==> src/rgba_to_yuv420_converter_unit_assert.svh <==
// assertion macros shared by the rgb to yuv 4:2:0 converter modules
// expects clk_i and rst_ni in the scope where a macro is used
`ifndef RGBA_TO_YUV420_CONVERTER_UNIT_ASSERT_SVH
`define RGBA_TO_YUV420_CONVERTER_UNIT_ASSERT_SVH

// same-cycle implication, disabled during reset
`define R2Y_ASSERT_IMPL(lbl, ante, cons, msg) \
  lbl: assert property (@(posedge clk_i) disable iff (!rst_ni) (ante) |-> (cons)) \
    else $error(msg);

// next-cycle implication, disabled during reset
`define R2Y_ASSERT_NEXT(lbl, ante, cons, msg) \
  lbl: assert property (@(posedge clk_i) disable iff (!rst_ni) (ante) |=> (cons)) \
    else $error(msg);

`endif

==> src/r2y420_pkg.sv <==
// shared types, constants and color conversion functions of the converter
// no dependencies
`timescale 1ns / 1ps

package r2y420_pkg;

  localparam int unsigned DIM_W        = 14;
  localparam int unsigned CFG_IDX_W    = 3;
  localparam int unsigned CFG_DATA_W   = 14;
  localparam int unsigned LUMA_OFF_W   = 25;
  localparam int unsigned CHROMA_OFF_W = 26;

  typedef enum logic [CFG_IDX_W-1:0] {
    REG_SRC_WIDTH     = 3'd0,
    REG_SRC_HEIGHT    = 3'd1,
    REG_LINE_STRIDE   = 3'd2,
    REG_SLICE_HEIGHT  = 3'd3,
    REG_CHROMA_PLANAR = 3'd4
  } reg_idx_e;

  localparam logic [12:0] RST_SRC_WIDTH    = 13'd640;
  localparam logic [12:0] RST_SRC_HEIGHT   = 13'd480;
  localparam logic [13:0] RST_LINE_STRIDE  = 14'd640;
  localparam logic [12:0] RST_SLICE_HEIGHT = 13'd480;

  // bt.601 coefficients
  localparam logic [15:0] Y_R         = 16'd66;
  localparam logic [15:0] Y_G         = 16'd129;
  localparam logic [15:0] Y_B         = 16'd25;
  localparam logic [15:0] CB_R        = 16'd38;
  localparam logic [15:0] CB_G        = 16'd74;
  localparam logic [15:0] CB_B        = 16'd112;
  localparam logic [15:0] CR_R        = 16'd112;
  localparam logic [15:0] CR_G        = 16'd94;
  localparam logic [15:0] CR_B        = 16'd18;
  localparam logic [15:0] ROUND       = 16'd128;
  localparam logic [15:0] CHROMA_BIAS = 16'd32896;
  localparam logic [7:0]  LUMA_OFS    = 8'd16;

  typedef struct packed {
    logic [12:0]             src_width;
    logic [12:0]             src_height;
    logic [13:0]             line_stride;
    logic [12:0]             slice_height;
    logic                    chroma_planar;
    logic [CHROMA_OFF_W-1:0] base_u;
    logic [CHROMA_OFF_W-1:0] base_v;
  } cfg_t;

  typedef struct packed {
    logic [7:0] b;
    logic [7:0] g;
    logic [7:0] r;
  } rgb8_t;

  typedef struct packed {
    logic [8:0] b;
    logic [8:0] g;
    logic [8:0] r;
  } rgb9_t;

  typedef struct packed {
    logic chroma;
    logic frame_end;
  } flags_t;

  function automatic logic [7:0] luma_of(input rgb8_t px);
    logic [15:0] s;
    s = Y_R * 16'(px.r) + Y_G * 16'(px.g) + Y_B * 16'(px.b) + ROUND;
    return s[15:8] + LUMA_OFS;
  endfunction

  // bias keeps the sum positive so the shift floors
  function automatic logic [7:0] cb_of(input rgb8_t px);
    logic [15:0] s;
    s = CB_B * 16'(px.b) + CHROMA_BIAS - CB_R * 16'(px.r) - CB_G * 16'(px.g);
    return s[15:8];
  endfunction

  function automatic logic [7:0] cr_of(input rgb8_t px);
    logic [15:0] s;
    s = CR_R * 16'(px.r) + CHROMA_BIAS - CR_G * 16'(px.g) - CR_B * 16'(px.b);
    return s[15:8];
  endfunction

endpackage

==> src/r2y420_cfg.sv <==
// configuration registers and derived chroma plane base offsets
// depends on r2y420_pkg
`timescale 1ns / 1ps

module r2y420_cfg (
  input  logic                               clk_i,
  input  logic                               rst_ni,
  input  logic                               cfg_we_i,
  input  logic [r2y420_pkg::CFG_IDX_W-1:0]   cfg_idx_i,
  input  logic [r2y420_pkg::CFG_DATA_W-1:0]  cfg_data_i,
  output r2y420_pkg::cfg_t                   cfg_o
);
  import r2y420_pkg::*;

  logic [12:0] src_width_q;
  logic [12:0] src_height_q;
  logic [13:0] line_stride_q;
  logic [12:0] slice_height_q;
  logic        chroma_planar_q;

  logic [26:0]             base_full;
  logic [CHROMA_OFF_W-1:0] plane_size;
  logic [CHROMA_OFF_W-1:0] v_step;
  logic [CHROMA_OFF_W-1:0] base_u_q;
  logic [CHROMA_OFF_W-1:0] base_v_q;

  always_ff @(posedge clk_i or negedge rst_ni) begin
    if (!rst_ni) begin
      src_width_q     <= RST_SRC_WIDTH;
      src_height_q    <= RST_SRC_HEIGHT;
      line_stride_q   <= RST_LINE_STRIDE;
      slice_height_q  <= RST_SLICE_HEIGHT;
      chroma_planar_q <= 1'b0;
    end else if (cfg_we_i) begin
      unique case (reg_idx_e'(cfg_idx_i))
        REG_SRC_WIDTH:     src_width_q     <= cfg_data_i[12:0];
        REG_SRC_HEIGHT:    src_height_q    <= cfg_data_i[12:0];
        REG_LINE_STRIDE:   line_stride_q   <= cfg_data_i[13:0];
        REG_SLICE_HEIGHT:  slice_height_q  <= cfg_data_i[12:0];
        REG_CHROMA_PLANAR: chroma_planar_q <= cfg_data_i[0];
        default: ;
      endcase
    end
  end

  // luma plane size, and the gap from u to v (one u plane or one byte)
  always_comb begin
    base_full  = 27'(line_stride_q) * 27'(slice_height_q);
    plane_size = CHROMA_OFF_W'(27'(line_stride_q >> 1) * 27'(slice_height_q >> 1));
    v_step     = chroma_planar_q ? plane_size : CHROMA_OFF_W'(1);
  end

  always_ff @(posedge clk_i) begin
    base_u_q <= base_full[CHROMA_OFF_W-1:0];
    base_v_q <= base_full[CHROMA_OFF_W-1:0] + v_step;
  end

  always_comb begin
    cfg_o.src_width     = src_width_q;
    cfg_o.src_height    = src_height_q;
    cfg_o.line_stride   = line_stride_q;
    cfg_o.slice_height  = slice_height_q;
    cfg_o.chroma_planar = chroma_planar_q;
    cfg_o.base_u        = base_u_q;
    cfg_o.base_v        = base_v_q;
  end

endmodule

==> config.mk <==
export PLATFORM = sky130hd
export DESIGN_NAME = r2y420_cfg
export DESIGN_NICKNAME = d
export VERILOG_FILES = /design/src/rgba_to_yuv420_converter_unit_assert.svh /design/src/r2y420_pkg.sv /design/src/r2y420_cfg.sv
export SDC_FILE = /design/constraint.sdc
export NUM_CORES = 1
export LEC_CHECK = 0
export BUFFER_PORTS_ARGS = -buffer_cell sky130_fd_sc_hd__buf_4
export CAP_MARGIN = 5
export CORE_ASPECT_RATIO = 1.2
export CORE_MARGIN = 2
export CORE_UTILIZATION = 40
export CTS_CLUSTER_SIZE = 8
export DETAILED_ROUTE_END_ITERATION = 7
export GPL_ROUTABILITY_DRIVEN = 0
export SYNTH_ARGS = -nofsm -noshare
export SYNTH_HDL_FRONTEND = slang
export SYNTH_SLANG_ARGS = --single-unit
==> constraint.sdc <==
create_clock -name clk_i -period 8.1 [get_ports clk_i]
set_clock_uncertainty 0.2 [all_clocks]
set_input_delay 0.81 -clock clk_i [delete_from_list [all_inputs] [get_ports clk_i]]
set_output_delay 0.81 -clock clk_i [all_outputs]
set_load 0.02 [all_outputs]
==> out/metrics.cfg <==
[floorplanning]
io_pins = 126
die_area_mm2 = 0.0329
start_util_pct = 40.3
die_w_um = 166
die_y_um = 198
design.core.area_mm2 = 0.0312
rows = 71

[timing]
fin_crit_ps = 7550
period_share_pct = 93.3
rsz0062_at_grt = false
setup_viol = 0
maxSlewHeadroom_pct = 37.0
slew_violations = 0
finalSetupTns_ps = 0
tightest_slew_ps = 945
hold_viol_final = 0
fmax_mhz = 132

[detailed_routing]
drt_iter0_drc = 392
wl_um = 30400
via_per_inst = 4.98
route.detailed.drc = 0
vias = 9319
firstDrtPassIters = 5
wl_per_cell_um = 16.3
ant_nets = 0

[grt]
grt_max_degree = 55
antenna_found_initial = 0
grt_first_pass_wirelength_um = 49800
grt_pass1_vias = 9854
grt_usage_pct = 18.8
grt-ovfl-total = 0

[cts]
clock-root-buffer = clkbuf_16
cts_num_sinks = 106
clock_path_buffers = 2
ctsResizeCount = 0
clk_latency_ps = 380
path_clk_slew_ps = 90
postCtsSetupBuffers = 0
htree_levels = 3
cts_tree = yes
hold_buffers = 0
cts_buffers = 9

[logic_synthesis]
async_reset_ff_share_pct = 50.9
avgSynthCellArea_um2 = 9.20
yosysWarnings = 0
synthDistinctLibCells = 62
ys_ff_latch = 106
synth_nets = 1688
synth_edf_count = 0
mappedNetlistArea_mm2 = 0.0126
seq_area_frac_synth_pct = 19.1
synth_ff_type = dfxtp_1
synthesis.instances = 1366

[setup_path]
critical_path.startpoint_type = register
worstSetupPathType = reg -> reg
r2r_cells = 27
r2r_end = base_v_q[23]
crit_path_max_fanout = 15
endpoint_kind = register
cp_data_arrival_time_ps = 7630
required_ps = 8170
regToRegStartpoint = line_stride_q[6]
r2r_slack_ps = 550

[layout]
multi_input_area_mm2 = 0.00893
fill_cells = 3034
instances_no_fill = 1871
drive_above_1_share_pct = 15.4
fin_nets = 1787
regArea_mm2 = 0.00241
post-route-util_pct = 45.5
n_antenna_cell = 0
syn_to_final_growth_pct = 12.9
fin_area_mm2 = 0.0142

[flow_run]
max_cap_viol_count = 0

[min_path]
hold_path_class = in -> async

[placement]
placed_area_mm2 = 0.0139
hpwl_um = 25600
io_buffers = 125
place_inst = 1855

[run_status]
status = complete, no violations

==> state kept, by name (all words and copies together), names as in the netlist <==
| register | cells |
|---|---|
| line_stride_q | 14 |
| slice_height_q | 13 |
| base_v_q | 26 |
| base_u_q | 26 |
| chroma_planar_q | 1 |
| src_width_q | 13 |
| src_height_q | 13 |
==> through the flow <==
| stage | hold slack (ps) | setup WS (ps) |
|---|---|---|
| 6_report | 258 | 547 |
| 5_1_grt | 324 | 149 |
| 4_1_cts | 278 | 592 |
| 3_5_place_dp | 297 | 602 |
| 3_3_place_gp | 293 | 750 |
| 2_1_floorplan | 314 | 958 |
==> synth_stat cells (2+ instances only) <==
cell type,instances,area (um2)
nand2b_1,6,37.5
and2_1,78,488
o211ai_1,5,37.5
a21boi_0,3,22.5
nor2b_1,5,31.3
xor2_1,17,149
o311ai_0,2,17.5
a31oi_2,2,25.0
o31ai_1,2,15.0
ha_1,137,1710
a2111o_1,2,22.5
nand2_1,137,514
a41oi_1,3,26.3
o21a_1,9,67.6
and2_0,2,12.5
or2_2,2,12.5
o21ai_1,2,10.0
fa_1,165,3300
nand3_1,15,75.1
and3_1,6,37.5
o21ai_0,36,180
dfrtp_1,42,1050
nor2_1,60,225
a21oi_1,46,230
a31oi_1,10,62.6
o21bai_1,7,52.6
mux2_2,54,608
or3_1,5,31.3
dfstp_2,12,315
clkbuf_1,44,165
dfxtp_1,52,1040
o22ai_1,2,12.5
inv_1,281,1050
nor4_1,3,18.8
a21o_1,26,195
xnor2_1,37,324
a211oi_1,10,75.1
a211oi_2,2,25.0
nor3_1,12,60.1
nand4_1,3,18.8
==> metal layers <==
metal | GRT usage (%) | part of all wire, %
met1 | 23.8 | 45
met2 | 32.3 | 47
met3 | 3.56 | 5.0
met4 | 6.51 | 2.8
met5 | 0 | 0
==> critical path: stages, from the launching register on <==
cell and delay [ps]:
dfrtp_1 740, nand2_1 180, fa_1 550, inv_1 50, fa_1 550, inv_1 70, fa_1 520, inv_1 50
fa_1 470, inv_1 50, fa_1 360, inv_1 70, ha_1 280, a21o_1 200, a21o_1 240, a2111o_1 440
o2111ai_2 110, a31oi_2 150, or2_4 260, a21oi_1 180, xnor2_1 110, ha_1 390, a21o_1 180, a21oi_1 190
o21ai_0 220, a2111oi_2 380, nor2_1 100, xor2_1 140
==> final cells by class <==
class / instances / share of cell area [%]
multi-input cells: 933 / 62.9
flip-flops and latches: 106 / 17.0
inverters: 281 / 7.43
repair buffers: 134 / 7.09
well taps: 401 / 3.54
clock buffers: 10 / 1.61
clock inverters: 6 / 0.414
==> cell usage in the layout, fill, tap and decap left out, types with 26 or more instances in the layout <==
master	n
buf_4	134
fa_1	165
nand2_1	137
and2_1	78
inv_1	281
mux2_2	54
dfxtp_1	52
nor2_1	60
o21ai_0	36
a21oi_1	46
dfrtp_1	42
a21o_1	26
xnor2_1	37
ha_1	137
==> how the worst max path moves through the flow <==
stage                      start           end  cells past startpoint
6_report        line_stride_q[6]  base_v_q[23]                     27
4_1_cts         line_stride_q[7]  base_v_q[23]                     27
2_1_floorplan  slice_height_q[7]  base_v_q[23]                     26
3_5_place_dp    line_stride_q[7]  base_v_q[23]                     27
5_1_grt         line_stride_q[6]  base_v_q[23]                     27
3_3_place_gp    line_stride_q[7]  base_v_q[23]                     27
==> cell families (layout without fill, tap and decap cells) <==
| group | count (synthesis) | in the layout | share of synthesized area (%) |
|---|---|---|---|
| DFF | 106 | 106 | 19.2 |
| buffers and inverters | 327 | 431 | 9.79 |
| and+or+nand+nor | 341 | 341 | 12.9 |
| adders and majority gates | 302 | 302 | 39.9 |
| AOI/OAI and AO/OA | 181 | 181 | 9.57 |
| muxes | 55 | 55 | 4.92 |
| xor gates and xnor gates | 54 | 54 | 3.76 |
Power is not shown: default switching activity piles up to over one toggle a cycle in this logic, so the estimate is an artifact.
