**src/rgba_to_yuv420_converter_unit_assert.svh**
```systemverilog
// assertion macros shared by the rgb to yuv 4:2:0 converter modules
// expects clk_i and rst_ni in the scope where a macro is used
`ifndef RGBA_TO_YUV420_CONVERTER_UNIT_ASSERT_SVH
`define RGBA_TO_YUV420_CONVERTER_UNIT_ASSERT_SVH

// same-cycle implication, disabled during reset
`define R2Y_ASSERT_IMPL(lbl, ante, cons, msg) \
  lbl: assert property (@(posedge clk_i) disable iff (!rst_ni) (ante) |-> (cons)) \
    else $error(msg);

// next-cycle implication, disabled during reset
`define R2Y_ASSERT_NEXT(lbl, ante, cons, msg) \
  lbl: assert property (@(posedge clk_i) disable iff (!rst_ni) (ante) |=> (cons)) \
    else $error(msg);

`endif

```
**src/r2y420_pkg.sv**
```systemverilog
// shared types, constants and color conversion functions of the converter
// no dependencies
`timescale 1ns / 1ps

package r2y420_pkg;

  localparam int unsigned DIM_W        = 14;
  localparam int unsigned CFG_IDX_W    = 3;
  localparam int unsigned CFG_DATA_W   = 14;
  localparam int unsigned LUMA_OFF_W   = 25;
  localparam int unsigned CHROMA_OFF_W = 26;

  typedef enum logic [CFG_IDX_W-1:0] {
    REG_SRC_WIDTH     = 3'd0,
    REG_SRC_HEIGHT    = 3'd1,
    REG_LINE_STRIDE   = 3'd2,
    REG_SLICE_HEIGHT  = 3'd3,
    REG_CHROMA_PLANAR = 3'd4
  } reg_idx_e;

  localparam logic [12:0] RST_SRC_WIDTH    = 13'd640;
  localparam logic [12:0] RST_SRC_HEIGHT   = 13'd480;
  localparam logic [13:0] RST_LINE_STRIDE  = 14'd640;
  localparam logic [12:0] RST_SLICE_HEIGHT = 13'd480;

  // bt.601 coefficients
  localparam logic [15:0] Y_R         = 16'd66;
  localparam logic [15:0] Y_G         = 16'd129;
  localparam logic [15:0] Y_B         = 16'd25;
  localparam logic [15:0] CB_R        = 16'd38;
  localparam logic [15:0] CB_G        = 16'd74;
  localparam logic [15:0] CB_B        = 16'd112;
  localparam logic [15:0] CR_R        = 16'd112;
  localparam logic [15:0] CR_G        = 16'd94;
  localparam logic [15:0] CR_B        = 16'd18;
  localparam logic [15:0] ROUND       = 16'd128;
  localparam logic [15:0] CHROMA_BIAS = 16'd32896;
  localparam logic [7:0]  LUMA_OFS    = 8'd16;

  typedef struct packed {
    logic [12:0]             src_width;
    logic [12:0]             src_height;
    logic [13:0]             line_stride;
    logic [12:0]             slice_height;
    logic                    chroma_planar;
    logic [CHROMA_OFF_W-1:0] base_u;
    logic [CHROMA_OFF_W-1:0] base_v;
  } cfg_t;

  typedef struct packed {
    logic [7:0] b;
    logic [7:0] g;
    logic [7:0] r;
  } rgb8_t;

  typedef struct packed {
    logic [8:0] b;
    logic [8:0] g;
    logic [8:0] r;
  } rgb9_t;

  typedef struct packed {
    logic chroma;
    logic frame_end;
  } flags_t;

  function automatic logic [7:0] luma_of(input rgb8_t px);
    logic [15:0] s;
    s = Y_R * 16'(px.r) + Y_G * 16'(px.g) + Y_B * 16'(px.b) + ROUND;
    return s[15:8] + LUMA_OFS;
  endfunction

  // bias keeps the sum positive so the shift floors
  function automatic logic [7:0] cb_of(input rgb8_t px);
    logic [15:0] s;
    s = CB_B * 16'(px.b) + CHROMA_BIAS - CB_R * 16'(px.r) - CB_G * 16'(px.g);
    return s[15:8];
  endfunction

  function automatic logic [7:0] cr_of(input rgb8_t px);
    logic [15:0] s;
    s = CR_R * 16'(px.r) + CHROMA_BIAS - CR_G * 16'(px.g) - CR_B * 16'(px.b);
    return s[15:8];
  endfunction

endpackage

```
**src/r2y420_mid.sv**
```systemverilog
// middle stage: luma byte and 2x2 averaged rgb
// depends on r2y420_pkg and the assertion macro header
`timescale 1ns / 1ps
`include "rgba_to_yuv420_converter_unit_assert.svh"

module r2y420_mid (
  input  logic                                 clk_i,
  input  logic                                 rst_ni,
  input  logic                                 s1_valid_i,
  output logic                                 s1_ready_o,
  input  r2y420_pkg::rgb8_t                    s1_pix_i,
  input  r2y420_pkg::rgb9_t                    s1_pair_i,
  input  r2y420_pkg::rgb9_t                    s1_upper_i,
  input  logic [r2y420_pkg::LUMA_OFF_W-1:0]    s1_luma_off_i,
  input  logic [r2y420_pkg::CHROMA_OFF_W-1:0]  s1_chroma_off_i,
  input  r2y420_pkg::flags_t                   s1_flags_i,
  output logic                                 s2_valid_o,
  input  logic                                 s2_ready_i,
  output logic [7:0]                           s2_luma_o,
  output r2y420_pkg::rgb8_t                    s2_avg_o,
  output logic [r2y420_pkg::LUMA_OFF_W-1:0]    s2_luma_off_o,
  output logic [r2y420_pkg::CHROMA_OFF_W-1:0]  s2_chroma_off_o,
  output r2y420_pkg::flags_t                   s2_flags_o
);
  import r2y420_pkg::*;

  logic  [9:0] sum_r, sum_g, sum_b;
  rgb8_t avg;

  logic                    s2_v_q;
  logic [7:0]              s2_luma_q;
  rgb8_t                   s2_avg_q;
  logic [LUMA_OFF_W-1:0]   s2_luma_off_q;
  logic [CHROMA_OFF_W-1:0] s2_chroma_off_q;
  flags_t                  s2_flags_q;

  assign s1_ready_o = !s2_v_q || s2_ready_i;

  // truncated mean of the four pixels
  always_comb begin
    sum_r = 10'(s1_pair_i.r) + 10'(s1_upper_i.r);
    sum_g = 10'(s1_pair_i.g) + 10'(s1_upper_i.g);
    sum_b = 10'(s1_pair_i.b) + 10'(s1_upper_i.b);
    avg.r = sum_r[9:2];
    avg.g = sum_g[9:2];
    avg.b = sum_b[9:2];
  end

  always_ff @(posedge clk_i or negedge rst_ni) begin
    if (!rst_ni) begin
      s2_v_q <= 1'b0;
    end else if (s1_ready_o) begin
      s2_v_q <= s1_valid_i;
    end
  end

  always_ff @(posedge clk_i) begin
    if (s1_valid_i && s1_ready_o) begin
      s2_luma_q       <= luma_of(s1_pix_i);
      s2_avg_q        <= avg;
      s2_luma_off_q   <= s1_luma_off_i;
      s2_chroma_off_q <= s1_chroma_off_i;
      s2_flags_q      <= s1_flags_i;
    end
  end

  assign s2_valid_o      = s2_v_q;
  assign s2_luma_o       = s2_luma_q;
  assign s2_avg_o        = s2_avg_q;
  assign s2_luma_off_o   = s2_luma_off_q;
  assign s2_chroma_off_o = s2_chroma_off_q;
  assign s2_flags_o      = s2_flags_q;

  `R2Y_ASSERT_NEXT(a_s2_capture, s1_valid_i && s1_ready_o, s2_v_q, "item lost entering middle stage")

endmodule

```
**config.mk**
```make
export PLATFORM = sky130hd
export DESIGN_NAME = r2y420_mid
export DESIGN_NICKNAME = d
export VERILOG_FILES = /design/src/r2y420_pkg.sv /design/src/r2y420_mid.sv
export VERILOG_INCLUDE_DIRS = /design/src /design/src/src
export SDC_FILE = /design/constraint.sdc
export NUM_CORES = 1
export LEC_CHECK = 0
export BUFFER_PORTS_ARGS = -buffer_cell sky130_fd_sc_hd__buf_4
export CAP_MARGIN = 20
export CORE_AREA = 2 2 107 109
export DETAILED_ROUTE_END_ITERATION = 16
export DIE_AREA = 0 0 109 111
export PLACE_DENSITY_LB_ADDON = 0.12
export SLEW_MARGIN = 20
export SYNTH_ARGS = -nofsm -noshare
export SYNTH_HDL_FRONTEND = slang
export SYNTH_SLANG_ARGS = --single-unit
```
**constraint.sdc**
```tcl
create_clock -name clk_i -period 3.56 [get_ports clk_i]
set_input_delay 0.534 -clock clk_i [delete_from_list [all_inputs] [get_ports clk_i]]
set_output_delay 0.534 -clock clk_i [all_outputs]
set_load 0.05 [all_outputs]
```
==> flow_metrics.env <==
export IMPL_clock_latency_ps=330
export IMPL_synth_top_area_frac=0.489
export IMPL_violations="negative setup slack"
export IMPL_synthTopCellsByArea="edfxtp_1 49%, ha_1 22%, fa_1 10%"
export IMPL_syn_inst=365
export IMPL_critical_path_max_stage_delay_ps=510
export IMPL_crit_type="input port to flip-flop"
export IMPL_finalWeightedCongestion=0.801
export IMPL_rsz0062_at_grt="true"
export IMPL_vias=3760
export IMPL_outcome="complete, but fails checks"
export IMPL_drtIter0Drc=112
export IMPL_end_kind="flip-flop"
export IMPL_relSlewSlack=0.738
export IMPL_yosysWarnings=0
export IMPL_synth_seq_cells=86
export IMPL_cts_htree_levels=3
export IMPL_finalCriticalPeriod_ps=5250
export IMPL_post_place_ws_ps=-2190
export IMPL_die_area_sq_um=12100
export IMPL_syn2layout_area_growth_pct=54.9
export IMPL_avgSynthCellArea_sq_um=14.3
export IMPL_grt_usage=0.217
export IMPL_place_port_buffers=221
export IMPL_fin_util=0.731
export IMPL_grt_pass1_wl_um=19600
export IMPL_antenna_left=0
export IMPL_grt_pass1_vias=4009
export IMPL_diodes=0
export IMPL_fmaxAchievable_mhz=190
export IMPL_syn_area_sq_um=5220
export IMPL_initial_utilization=0.472
export IMPL_cap_violations=0
export IMPL_drive_gt1_frac=0.498
export IMPL_nets=894
export IMPL_cts_sinks=86
export IMPL_fin_tns_setup_ps=-10190
export IMPL_cts_made_buffers=9
export IMPL_tightest_slew_ps=389
export IMPL_yosysSeqAreaShare=0.493
export IMPL_worstPathRequired_ps=3640
export IMPL_cp_arrival_ps=5340
export IMPL_wl_per_cell_um=16.5
export IMPL_min_path_type="input port to flip-flop"
export IMPL_fin_ws_ps=-1690
export IMPL_clockBufferDepth=2
export IMPL_crit_top_cell="ha_4"
export IMPL_leakage_uw=0.00374
export IMPL_synth_edff_count=85
export IMPL_vias_per_cell=4.77
export IMPL_maxSlewViolCount=0
export IMPL_core_region_area_sq_um=11100
export IMPL_wirelength_um=13000
export IMPL_syn_nets=619
export IMPL_startpoint_type="input port"
export IMPL_drt_pass1_iter_count=4
export IMPL_synthFlopType="edfxtp_1"
export IMPL_ctsRootBufferMaster="clkbuf_16"
export IMPL_grt_ovfl_total=0
export IMPL_crit_slowest_cell="fa_1"
export IMPL_ys_async_sr_fraction=0.0116
export IMPL_hpwlAfterDp_um=11000
export IMPL_synth_cell_types=37
export IMPL_tritoncts="built"
export IMPL_critical_path_cell_chain="buf_8 -> ha_4 -> ha_4 -> ha_4 -> inv_2 -> fa_2 -> xnor2_1 -> ha_1 -> fa_1 -> fa_1 -> inv_1 -> fa_1 -> inv_2 -> ha_4 -> ha_4 -> nand4_1 -> o21ai_1 -> o41a_1 -> or2_0 -> a211o_1 -> o211ai_2 -> xnor2_1"
export IMPL_die_h_um=111
export IMPL_pin_count=222
export IMPL_hold_viol=0
export IMPL_clock_skew_ps=4.68
export IMPL_clkSlewWorstSetupHoldPaths_ps=60
export IMPL_fin_crit_sh=1.47
export IMPL_power_density_nw_per_um2=672
export IMPL_die_w_um=109
export IMPL_cp_max_fo=4
export IMPL_vdd_drop_max_v=0.000384
export IMPL_rows=39
export IMPL_drc=0
export IMPL_grt_max_degree=86
export IMPL_fill_cells=755
export IMPL_synth_area_leader_cell="edfxtp_1"
export IMPL_setup_violations_final=8
export IMPL_antenna_found_initial=0
-- flip-flops by register name (all words and copies together) (netlist names) --
| register | flops |
|---|---|
| s2_chroma_off_o | 26 |
| s2_luma_off_o | 25 |
| s2_avg_o | 24 |
| s2_luma_o | 8 |
| s2_flags_o | 2 |
| s2_valid_o | 1 |
-- routing by layer --
metal	track usage	wire, um	vias up
met5	0	0	-
met4	0.0812	364	0
met3	0.0600	1050	22
met2	0.409	6980	143
met1	0.220	4610	1734
li1	-	-	1861
-- power breakdown --
part,internal [uW],total [uW],switching (uW)
clock network,548,927,379
registers,1350,1380,30.9
logic,1560,3130,1570
-- repair_timing --
action,in CTS,in global routing
hold buffers,1,0
hold endpoints to repair,1,0
resized for setup,16,6
gates cloned,0,0
setup buffers,3,0
endpoints found under the setup margin,8,8
pin swaps,34,20
-- through the flow --
step           total power (uW)  hold slack (ps)  cell area (sq um)  cells
2_1_floorplan              3300              238               5480    365
3_3_place_gp               4170              310               7600    767
3_5_place_dp               4250              310               7600    767
4_1_cts                    5390              362               8020    787
5_1_grt                    5850              357               8090    788
6_report                   5440              373               8090    788
-- cell usage in the layout (no fill, tap or decap), types with 7 or more instances in the layout --
master,count
buf_4,257
edfxtp_1,85
ha_4,24
inv_1,46
xnor2_1,18
ha_1,68
a21oi_1,12
fa_1,25
nor2_1,7
clkbuf_16,9
xor2_1,14
-- path summary, 6_finish.rpt --
check                      depth (start not counted)              startpoint                      endpoint  slack [ps]
min in group asynchronous                          2                  rst_ni        s2_valid_o$_DFFE_PN0N_         520
hold / removal                                     1      s1_chroma_off_i[6]  s2_chroma_off_o[6]$_DFFE_PP_         370
setup / recovery                                  22             s1_pix_i[7]        s2_luma_o[7]$_DFFE_PP_       -1690
setup reg to reg                                   3  s2_valid_o$_DFFE_PN0N_        s2_luma_o[1]$_DFFE_PP_        1970
hold reg to reg                                    2  s2_valid_o$_DFFE_PN0N_        s2_valid_o$_DFFE_PN0N_         570
max in group asynchronous                          2                  rst_ni        s2_valid_o$_DFFE_PN0N_        2960
-- final cells by class --
| class | count | area [sq um] | share of cell area |
|---|---|---|---|
| clock buffers | 10 | 229 | 0.0283 |
| clock inverters | 6 | 68.8 | 0.00850 |
| inverters | 50 | 188 | 0.0232 |
| multi-input cells | 229 | 2820 | 0.348 |
| flip-flops and latches | 86 | 2580 | 0.318 |
| well taps | 143 | 179 | 0.0221 |
| repair buffers | 264 | 2030 | 0.251 |
-- critical path, delay by kind of cell --
kind                       cells  cell delay (ps)
and+or+nand+nor                2              350
buffers and inverters          4              220
xor gates and xnor gates       2              210
AOI/OAI and AO/OA              4              810
adders and majority gates     10             3210
-- cells in the mapped netlist (2+ instances only) --
library cell / instances
o21bai_1: 6
fa_1: 26
a31oi_1: 3
a21oi_1: 12
xor2_1: 16
edfxtp_1: 85
ha_1: 93
inv_1: 50
nand2_1: 6
nor2_1: 8
a21o_1: 6
xnor2_1: 19
nand2b_1: 2
nor2b_1: 6
o21ai_0: 5
-- kinds of logic after synthesis --
group                    count (synthesis)  synth area share
buffers and inverters                   50            0.0359
flip-flops                              86             0.493
adder cells (fa/ha/maj)                119             0.322
XOR/XNOR                                35            0.0587
AO/OA/AOI/OAI                           43            0.0565
AND/OR/NAND/NOR                         32            0.0331
Note: power is estimated with default switching activity, not from simulation.
