[config.mk]
export PLATFORM = sky130hd
export DESIGN_NAME = r2y420_out
export DESIGN_NICKNAME = d
export VERILOG_FILES = /design/src/r2y420_pkg.sv /design/src/r2y420_out.sv
export VERILOG_INCLUDE_DIRS = /design/src /design/src/src
export SDC_FILE = /design/constraint.sdc
export NUM_CORES = 1
export LEC_CHECK = 0
export BUFFER_PORTS_ARGS = -buffer_cell sky130_fd_sc_hd__buf_2
export CAP_MARGIN = 20
export CORE_AREA = 2 2 154 156
export DETAILED_ROUTE_END_ITERATION = 16
export DIE_AREA = 0 0 156 158
export GPL_TIMING_DRIVEN = 0
export HOLD_SLACK_MARGIN = 0.08
export PLACE_DENSITY = 0.78
export SLEW_MARGIN = 20
export SYNTH_ARGS = -nofsm -noshare
export SYNTH_HDL_FRONTEND = slang
export SYNTH_SLANG_ARGS = --single-unit
[constraint.sdc]
create_clock -name clk_i -period 3.21 [get_ports clk_i]
set_clock_uncertainty 0.2 [all_clocks]
set_input_delay 0.4815 -clock clk_i [delete_from_list [all_inputs] [get_ports clk_i]]
set_output_delay 0.4815 -clock clk_i [all_outputs]
set_load 0.05 [all_outputs]
[src/rgba_to_yuv420_converter_unit_assert.svh]
// assertion macros shared by the rgb to yuv 4:2:0 converter modules
// expects clk_i and rst_ni in the scope where a macro is used
`ifndef RGBA_TO_YUV420_CONVERTER_UNIT_ASSERT_SVH
`define RGBA_TO_YUV420_CONVERTER_UNIT_ASSERT_SVH

// same-cycle implication, disabled during reset
`define R2Y_ASSERT_IMPL(lbl, ante, cons, msg) \
  lbl: assert property (@(posedge clk_i) disable iff (!rst_ni) (ante) |-> (cons)) \
    else $error(msg);

// next-cycle implication, disabled during reset
`define R2Y_ASSERT_NEXT(lbl, ante, cons, msg) \
  lbl: assert property (@(posedge clk_i) disable iff (!rst_ni) (ante) |=> (cons)) \
    else $error(msg);

`endif

[src/r2y420_pkg.sv]
// shared types, constants and color conversion functions of the converter
// no dependencies
`timescale 1ns / 1ps

package r2y420_pkg;

  localparam int unsigned DIM_W        = 14;
  localparam int unsigned CFG_IDX_W    = 3;
  localparam int unsigned CFG_DATA_W   = 14;
  localparam int unsigned LUMA_OFF_W   = 25;
  localparam int unsigned CHROMA_OFF_W = 26;

  typedef enum logic [CFG_IDX_W-1:0] {
    REG_SRC_WIDTH     = 3'd0,
    REG_SRC_HEIGHT    = 3'd1,
    REG_LINE_STRIDE   = 3'd2,
    REG_SLICE_HEIGHT  = 3'd3,
    REG_CHROMA_PLANAR = 3'd4
  } reg_idx_e;

  localparam logic [12:0] RST_SRC_WIDTH    = 13'd640;
  localparam logic [12:0] RST_SRC_HEIGHT   = 13'd480;
  localparam logic [13:0] RST_LINE_STRIDE  = 14'd640;
  localparam logic [12:0] RST_SLICE_HEIGHT = 13'd480;

  // bt.601 coefficients
  localparam logic [15:0] Y_R         = 16'd66;
  localparam logic [15:0] Y_G         = 16'd129;
  localparam logic [15:0] Y_B         = 16'd25;
  localparam logic [15:0] CB_R        = 16'd38;
  localparam logic [15:0] CB_G        = 16'd74;
  localparam logic [15:0] CB_B        = 16'd112;
  localparam logic [15:0] CR_R        = 16'd112;
  localparam logic [15:0] CR_G        = 16'd94;
  localparam logic [15:0] CR_B        = 16'd18;
  localparam logic [15:0] ROUND       = 16'd128;
  localparam logic [15:0] CHROMA_BIAS = 16'd32896;
  localparam logic [7:0]  LUMA_OFS    = 8'd16;

  typedef struct packed {
    logic [12:0]             src_width;
    logic [12:0]             src_height;
    logic [13:0]             line_stride;
    logic [12:0]             slice_height;
    logic                    chroma_planar;
    logic [CHROMA_OFF_W-1:0] base_u;
    logic [CHROMA_OFF_W-1:0] base_v;
  } cfg_t;

  typedef struct packed {
    logic [7:0] b;
    logic [7:0] g;
    logic [7:0] r;
  } rgb8_t;

  typedef struct packed {
    logic [8:0] b;
    logic [8:0] g;
    logic [8:0] r;
  } rgb9_t;

  typedef struct packed {
    logic chroma;
    logic frame_end;
  } flags_t;

  function automatic logic [7:0] luma_of(input rgb8_t px);
    logic [15:0] s;
    s = Y_R * 16'(px.r) + Y_G * 16'(px.g) + Y_B * 16'(px.b) + ROUND;
    return s[15:8] + LUMA_OFS;
  endfunction

  // bias keeps the sum positive so the shift floors
  function automatic logic [7:0] cb_of(input rgb8_t px);
    logic [15:0] s;
    s = CB_B * 16'(px.b) + CHROMA_BIAS - CB_R * 16'(px.r) - CB_G * 16'(px.g);
    return s[15:8];
  endfunction

  function automatic logic [7:0] cr_of(input rgb8_t px);
    logic [15:0] s;
    s = CR_R * 16'(px.r) + CHROMA_BIAS - CR_G * 16'(px.g) - CR_B * 16'(px.b);
    return s[15:8];
  endfunction

endpackage

[src/r2y420_out.sv]
// result register: chroma bytes and final u and v offsets
// depends on r2y420_pkg and the assertion macro header
`timescale 1ns / 1ps
`include "rgba_to_yuv420_converter_unit_assert.svh"

module r2y420_out (
  input  logic                                 clk_i,
  input  logic                                 rst_ni,
  input  r2y420_pkg::cfg_t                     cfg_i,
  input  logic                                 s2_valid_i,
  output logic                                 s2_ready_o,
  input  logic [7:0]                           s2_luma_i,
  input  r2y420_pkg::rgb8_t                    s2_avg_i,
  input  logic [r2y420_pkg::LUMA_OFF_W-1:0]    s2_luma_off_i,
  input  logic [r2y420_pkg::CHROMA_OFF_W-1:0]  s2_chroma_off_i,
  input  r2y420_pkg::flags_t                   s2_flags_i,
  output logic                                 out_valid_o,
  input  logic                                 out_ready_i,
  output logic [r2y420_pkg::LUMA_OFF_W-1:0]    luma_offset_o,
  output logic [7:0]                           luma_byte_o,
  output logic                                 chroma_valid_o,
  output logic [r2y420_pkg::CHROMA_OFF_W-1:0]  u_offset_o,
  output logic [7:0]                           u_byte_o,
  output logic [r2y420_pkg::CHROMA_OFF_W-1:0]  v_offset_o,
  output logic [7:0]                           v_byte_o,
  output logic                                 frame_end_o
);
  import r2y420_pkg::*;

  logic [CHROMA_OFF_W-1:0] u_off, v_off;
  logic [7:0]              u_val, v_val;
  logic                    load;

  logic                    out_v_q;
  logic [LUMA_OFF_W-1:0]   luma_offset_q;
  logic [7:0]              luma_byte_q;
  logic                    chroma_valid_q;
  logic [CHROMA_OFF_W-1:0] u_offset_q;
  logic [7:0]              u_byte_q;
  logic [CHROMA_OFF_W-1:0] v_offset_q;
  logic [7:0]              v_byte_q;
  logic                    frame_end_q;

  assign s2_ready_o = !out_v_q || out_ready_i;
  assign load       = s2_valid_i && s2_ready_o;

  // u and v fields read zero on items that carry no chroma
  always_comb begin
    u_off = '0;
    v_off = '0;
    u_val = '0;
    v_val = '0;
    if (s2_flags_i.chroma) begin
      u_off = cfg_i.base_u + s2_chroma_off_i;
      v_off = cfg_i.base_v + s2_chroma_off_i;
      u_val = cb_of(s2_avg_i);
      v_val = cr_of(s2_avg_i);
    end
  end

  always_ff @(posedge clk_i or negedge rst_ni) begin
    if (!rst_ni) begin
      out_v_q <= 1'b0;
    end else if (s2_ready_o) begin
      out_v_q <= s2_valid_i;
    end
  end

  always_ff @(posedge clk_i) begin
    if (load) begin
      luma_offset_q  <= s2_luma_off_i;
      luma_byte_q    <= s2_luma_i;
      chroma_valid_q <= s2_flags_i.chroma;
      u_offset_q     <= u_off;
      u_byte_q       <= u_val;
      v_offset_q     <= v_off;
      v_byte_q       <= v_val;
      frame_end_q    <= s2_flags_i.frame_end;
    end
  end

  assign out_valid_o    = out_v_q;
  assign luma_offset_o  = luma_offset_q;
  assign luma_byte_o    = luma_byte_q;
  assign chroma_valid_o = chroma_valid_q;
  assign u_offset_o     = u_offset_q;
  assign u_byte_o       = u_byte_q;
  assign v_offset_o     = v_offset_q;
  assign v_byte_o       = v_byte_q;
  assign frame_end_o    = frame_end_q;

  `R2Y_ASSERT_IMPL(a_no_chroma_zero, out_v_q && !chroma_valid_q, u_offset_q == '0 && u_byte_q == '0 && v_offset_q == '0 && v_byte_q == '0, "chroma fields not cleared")
  `R2Y_ASSERT_NEXT(a_out_capture, load, out_v_q, "item lost entering result register")

endmodule

==> results of run 1 <==
[layer usage]
metal | track usage (%) | vias up
met3 | 2.90 | 53
li1 | - | 4668
met4 | 8.87 | 2
met2 | 47.0 | 303
met1 | 27.6 | 4527
met5 | 0 | -
[final cells by class]
class	instances	share of cell area (%)
Multi-Input combinational cell	872	58.6
Inverter	164	4.29
Buffer	16	0.431
Clock inverter	6	0.431
Timing Repair Buffer	272	10.7
Clock buffer	10	1.58
Tap cell	290	2.50
Sequential cell	104	21.5
[logic make-up (layout without fill, tap and decap cells)]
| group | after synthesis | in the layout | share of synthesized area, % |
|---|---|---|---|
| adders and majority gates | 267 | 267 | 33.7 |
| and+or+nand+nor | 265 | 265 | 11.8 |
| AOI/OAI and AO/OA | 260 | 260 | 14.6 |
| buffers and inverters | 180 | 468 | 5.99 |
| DFF | 104 | 104 | 27.6 |
| xor gates and xnor gates | 72 | 72 | 5.57 |
| muxes | 8 | 8 | 0.708 |
[critical path, stage by stage]
cell     delay [ps]
buf_8           120
inv_4            50
fa_1            530
inv_1            60
ha_4            160
fa_1            590
ha_1            250
a21o_1          170
a21oi_2         180
o21ai_1         100
a21oi_2         190
o21ai_2         110
xnor2_2         250
fa_1            450
ha_1            350
ha_4            280
and3_4          180
a211o_1         320
or4_4           480
nand3_2          70
[power groups by stage]
stage	combinational (uW)	clock (uW)	sequential, uW
floorplan	5900	0	2610
global placement	8000	0	1960
detailed placement	8240	0	1960
CTS	10400	1130	1930
global route	12200	1170	1940
finish	11200	1100	1930
[repair_timing]
action	in CTS	in global routing
gates resized for setup	93	29
endpoints found under the hold margin	1	0
buffers inserted	19	6
endpoints found under the setup margin	16	16
pin swaps	59	30
hold buffers	1	0
[cell usage after synthesis (all sizes together) (3+ instances only)]
| cell | n | share of area (%) |
|---|---|---|
| a2111oi | 3 | 0.23 |
| a211oi | 11 | 0.73 |
| a21boi | 7 | 0.46 |
| a21o | 35 | 2.3 |
| a21oi | 88 | 4.0 |
| a221oi | 3 | 0.29 |
| a31oi | 11 | 0.61 |
| and2 | 5 | 0.28 |
| and3 | 12 | 0.66 |
| and4 | 3 | 0.23 |
| buf | 5 | 0.19 |
| clkbuf | 11 | 0.36 |
| edfxtp | 103 | 27 |
| fa | 63 | 11 |
| ha | 204 | 23 |
| inv | 164 | 5.4 |
| mux2i | 8 | 0.71 |
| nand2 | 50 | 1.7 |
| nand2b | 18 | 1.0 |
| nand3 | 18 | 0.80 |
| nand4 | 10 | 0.55 |
| nor2 | 75 | 2.5 |
| nor2b | 14 | 0.77 |
| nor3 | 26 | 1.1 |
| nor3b | 5 | 0.33 |
| nor4 | 9 | 0.55 |
| o211ai | 4 | 0.27 |
| o21a | 13 | 0.86 |
| o21ai | 46 | 2.1 |
| o21bai | 20 | 1.3 |
| o31a | 3 | 0.23 |
| or2 | 6 | 0.35 |
| or3 | 4 | 0.22 |
| or4 | 3 | 0.20 |
| xnor2 | 46 | 3.6 |
| xor2 | 26 | 2.0 |
[path summary, 6_finish.rpt]
check / to / slack [ps] / cells after the start / startpoint
setup / recovery: v_byte_o[7]$_SDFFCE_PN0P_ / -2150 / 20 / s2_avg_i[9]
hold / removal: luma_byte_o[0]$_DFFE_PP_ / 90 / 1 / s2_luma_i[0]
setup reg to reg: u_offset_o[8]$_SDFFCE_PN0P_ / 1200 / 3 / out_valid_o$_DFFE_PN0N_
hold reg to reg: out_valid_o$_DFFE_PN0N_ / 350 / 2 / out_valid_o$_DFFE_PN0N_
max in group asynchronous: out_valid_o$_DFFE_PN0N_ / 2500 / 2 / rst_ni
min in group asynchronous: out_valid_o$_DFFE_PN0N_ / 230 / 2 / rst_ni
[flip-flops by register name (all words and copies together) (netlist names)]
name / cells
frame_end_o: 1
luma_byte_o: 8
v_byte_o: 8
luma_offset_o: 25
u_byte_o: 8
u_offset_o: 26
out_valid_o: 1
chroma_valid_o: 1
v_offset_o: 26
[stage by stage]
step           instances  total power, uW
2_1_floorplan       1156             8520
3_3_place_gp        1691             9960
3_5_place_dp        1692            10200
4_1_cts             1728            13400
5_1_grt             1734            15400
6_report            1734            14200
==> run metrics, run 1 <==
outcome finished with violations; failing checks setup timing; Post-synth EDFFs about 100; Crit Path Category input port to flip-flop; RePlAce Congestion 0.898; largest net degree at the start of global routing roughly 60; final setup vio count 16; Worst Path Arrival ~5400 ps; DRT Wirelength 30,300 um; DRT met1 WL approximately 12,000 um; Leak between 0.006 and 0.007 uW; DR top layer met5; CP endpoint kind flip-flop; Sw Share 44.5%; Clock Sinks between 100 and 150; via count 9,553; #FFs+latches synth roughly 100; ys flop type edfxtp_1; Distinct cells, synth 65; Inserted Clock Buffers 9; grt ovf 0; Starting DRT DRC Count approximately 400; Die X-Extent roughly 160 um; setup ws final -2150 ps; Clk pwr share under 10%; fraction of layout cells with a size suffix above 1 30.1%; sequential share of the synthesized area about 28%; dpl ws -2910 ps; H-tree depth 3; Multi-input gate area 0.00850 mm2; Final Core Density 62.9%; GRT Overall Usage 24.4%; hold slack 93.5 ps; Reg power frac 13.6%; f_max 187 MHz; DP HPWL 24,300 um; initial antenna violation count 1; Final #Nets 1,901; first-pass GRT wire length approximately 48,000 um; Crit path required time between 3000 and 4000 ps; Synth Area per Inst about 9.8 um2; vias in the first global route 9,800; MaxCap Viol Count 0; post-layout minimum cycle time 5360 ps; ratio of final minimum period to clock period 167%; Least-Margin Pin Slew roughly 900 ps; PwrDens 979 mW/mm2; most common cell after layout, fill and taps aside buf_2; Skew-Pair Late Insertion Delay 360 ps; row cnt 56; Slew Viols, Final 0; Vias/cell 5.51; drt pass-1 iters 4; fillcell total 1,828; endpoints failing hold 0; clk slew on worst S/H paths approximately 80 ps; Die Height 158 um; Placed Area 0.0134 mm2; DRC Markers 0; most frequent cells in the layout 237 x buf_2, 155 x ha_1, 147 x inv_1, 103 x edfxtp_1, 68 x nor2_1; Syn-to-layout area delta 28.1%; core area roughly 0.023 mm2; Switch Pwr approximately 6300 uW; Max FO, Critical Path 5; sequential cell area 0.00312 mm2; Power Internal 7890 uW; peak supply drop around 0.0007 V; Mapped Cells 1,156; diode count 0; initial cell density of the core 49.1%; met3 wire length 1650 um; unrepaired setup endpoints after global routing true; HP Class input port to flip-flop; syn_nets 1,618; Warnings, synthesis 0; ANT nets after route 0; Post-Syn Area 0.0113 mm2; DIE AREA 0.0246 mm2; max_slew headroom 40.2%; Synth async-reset ratio 0.962%; IO Pins 300; final setup TNS -24,880 ps; Combinational Power Share 78.7%; critical path launch point type input port; IO Port Bufs about 250; Clock Path Buffers 2; CTS tree done; Finished Cell Area 0.0145 mm2; clk root buf clkbuf_16; average wire per standard cell between 15 and 20 um; met2 WL 16,200 um
Power figures use the tool's default switching activity.
==> run 2, diff against run 1 <==
- BUFFER_PORTS_ARGS: -buffer_cell sky130_fd_sc_hd__buf_2 -> -buffer_cell sky130_fd_sc_hd__buf_4
- CORE_AREA: 2 2 154 156 -> 2 2 147 149
- DIE_AREA: 0 0 156 158 -> 0 0 149 151
- PLACE_DENSITY: 0.78 -> 0.82
- clock period: 3.21 -> 6 ns (I/O delays scaled with it)
==> run 2 against run 1 <==
The run now ends clean. Routed wire length rose by 3.8%. Sequential power fell by 46%. Sequential share of layout area rose by 0.36 points. Critical path type unchanged. Largest power group unchanged.
==> run metrics, run 2 (synthesized netlist as in run 1, its figures left out) <==
outcome finished, final reports clean; largest net degree at the start of global routing 58 (-1.7%); PwrDens 457 mW/mm2 (-53%); core area 0.0208 mm2 (-9.7%); worst hold start out_valid_o$_DFFE_PN0N_; Final #Nets 1,887 (-0.74%); initial antenna violation count 0 (-1); Skew-Pair Late Insertion Delay 360 ps (about the same); Placed Area 0.0136 mm2 (+1.4%); endpoints failing hold 0 (unchanged); fillcell total 1,615 (-12%); clk slew on worst S/H paths 80 ps (about the same); ANT nets after route 0 (unchanged); RePlAce Congestion 0.958 (+6.6%); first-pass GRT wire length 48,800 um (+2.5%); GRT Overall Usage 28.0% (+3.6 points); Crit path required time 6030 ps (+2800 ps); H-tree depth 3 (unchanged); row cnt 53 (-5.4%); ratio of final minimum period to clock period a little over nine tenths; Inserted Clock Buffers 9 (unchanged); CP endpoint kind flip-flop; Multi-input gate area 0.00782 mm2 (-7.9%); peak supply drop 0.000317 V (-55%); hold slack 376 ps (+282 ps); Critical Path, Cell by Cell buf_12 > inv_2 > fa_1 > inv_2 > ha_4 > fa_1 > ha_1 > a21o_1 > a21oi_2 > o21ai_2 > a21oi_2 > buf_4 > xnor2_2 > fa_1 > inv_1 > ha_1 > ha_4 > nand4_1 > o21ai_4 > a211o_1 > or4_1 > nand3_1; drt pass-1 iters 5 (+1); initial cell density of the core 54.4% (+5.3 points); CP startpoint s2_avg_i[12]; Die X-Extent 149 um (-4.5%); DRT Wirelength 31,500 um (+3.8%); Starting DRT DRC Count 505 (+23%); most common cell after layout, fill and taps aside buf_4; clk root buf clkbuf_16; HP Class flip-flop to flip-flop; most frequent cells in the layout 251 x buf_4, 188 x ha_1, 155 x inv_1, 103 x edfxtp_1, 82 x a21oi_1; diode count 0 (unchanged); vias in the first global route 9,652 (-1.5%); grt ovf 0 (unchanged); crit-path max cell delay 570 ps (-20 ps); max_slew headroom 47.8% (+7.6 points); Slew Viols, Final 0 (unchanged); Die Height 151 um (-4.4%); critical path launch point type input port; Vias/cell 5.65 (+2.5%); fraction of layout cells with a size suffix above 1 23.3% (-6.8 points); DP HPWL 26,000 um (+7.0%); Crit Reg-Reg Startpoint out_valid_o$_DFFE_PN0N_; average wire per standard cell 18.4 um (+5.5%); DIE AREA 0.0225 mm2 (-8.7%); MaxCap Viol Count 0 (unchanged); Max FO, Critical Path 6 (+1); Finished Cell Area 0.0143 mm2 (-1.6%); Critical Path Slowest Stage Cell fa_1; DRC Markers 0 (unchanged); Clock Path Buffers 2 (unchanged); Clock Sinks 104 (unchanged); Power, Total 6510 uW (-54%); sequential cell area 0.00312 mm2 (unchanged); Crit Path Category input port to flip-flop; Worst Path Arrival 5970 ps (+590 ps); CTS tree done; Least-Margin Pin Slew 783 ps (-113 ps); most frequent CP cell fa_1; f_max 168 MHz; via count 9,629 (+0.80%); Leak 0.00685 uW (+0.65%); IO Port Bufs 245 (unchanged); IO Pins 300 (unchanged); post-layout minimum cycle time 5940 ps; final setup vio count 0 (-16); Syn-to-layout area delta 26.0%
run 2: changes by cell type in the layout (fill, tap and decap cells not counted), sizes merged:
cell | previous run | this run
clkinvlp | 1 | 2
clkinv | 3 | 2
clkbuf | 21 | 20
buf | 276 | 262
inv | 166 | 167
run 2: stage by stage:
| stage | setup TNS [ps] | cells | utilization, % | worst slack, ps |
|---|---|---|---|---|
| 2_1_floorplan | 0 | 1156 | - | 58.4 |
| 3_3_place_gp | -1750 | 1676 | 65.0 | -535 |
| 3_5_place_dp | -2210 | 1677 | 65.1 | -607 |
| 4_1_cts | 0 | 1698 | 67.2 | 2.97 |
| 5_1_grt | -154 | 1705 | 68.5 | -82.4 |
| 6_report | 0 | 1705 | 68.5 | 63.4 |
run 2: layout make-up:
cell class / count / area share [%]
clock buffers: 9 / 1.58
multi-input cells: 872 / 54.8
clock inverters: 7 / 0.509
repair buffers: 258 / 14.0
well taps: 275 / 2.41
plain buffers: 16 / 0.439
flip-flops and latches: 104 / 21.9
inverters: 164 / 4.38
run 2: final timing paths:
kind,endpoint,slack [ps],depth (start not counted)
min in group asynchronous,out_valid_o$_DFFE_PN0N_,650,2
worst min-delay path,out_valid_o$_DFFE_PN0N_,380,2
worst max-delay path,v_byte_o[7]$_SDFFCE_PN0P_,60,22
worst min register to register,out_valid_o$_DFFE_PN0N_,380,2
max in group asynchronous,out_valid_o$_DFFE_PN0N_,4870,2
worst max register to register,u_offset_o[17]$_SDFFCE_PN0P_,3940,3
run 2: report_power, final:
group          switching [uW]  internal, uW
Sequential               32.9          1010
Combinational            2660          2210
Clock                     303           295
run 2: repair_timing:
action / 4_1_cts / 5_1_grt
buffers inserted: 4 / 7
resized for setup: 16 / 43
hold buffers: 1 / 0
pin swaps: 12 / 36
hold endpoints to repair: 1 / 0
setup endpoints to repair: 4 / 4
run 2: layer usage:
layer | GRT usage (%) | wire, um | vias up
met5 | 0 | 0 | -
met3 | 3.98 | 2030 | 55
met4 | 10.4 | 988 | 0
met2 | 50.9 | 16100 | 338
met1 | 33.7 | 12400 | 4593
li1 | - | - | 4643
run 2: worst max-delay path: cells and delay by family:
kind,cells,cell delay [ps]
AND/OR/NAND/NOR,3,740
buffers and inverters,5,410
AO/OA/AOI/OAI,6,1140
adder cells (fa/ha/maj),7,2720
XOR/XNOR,1,70
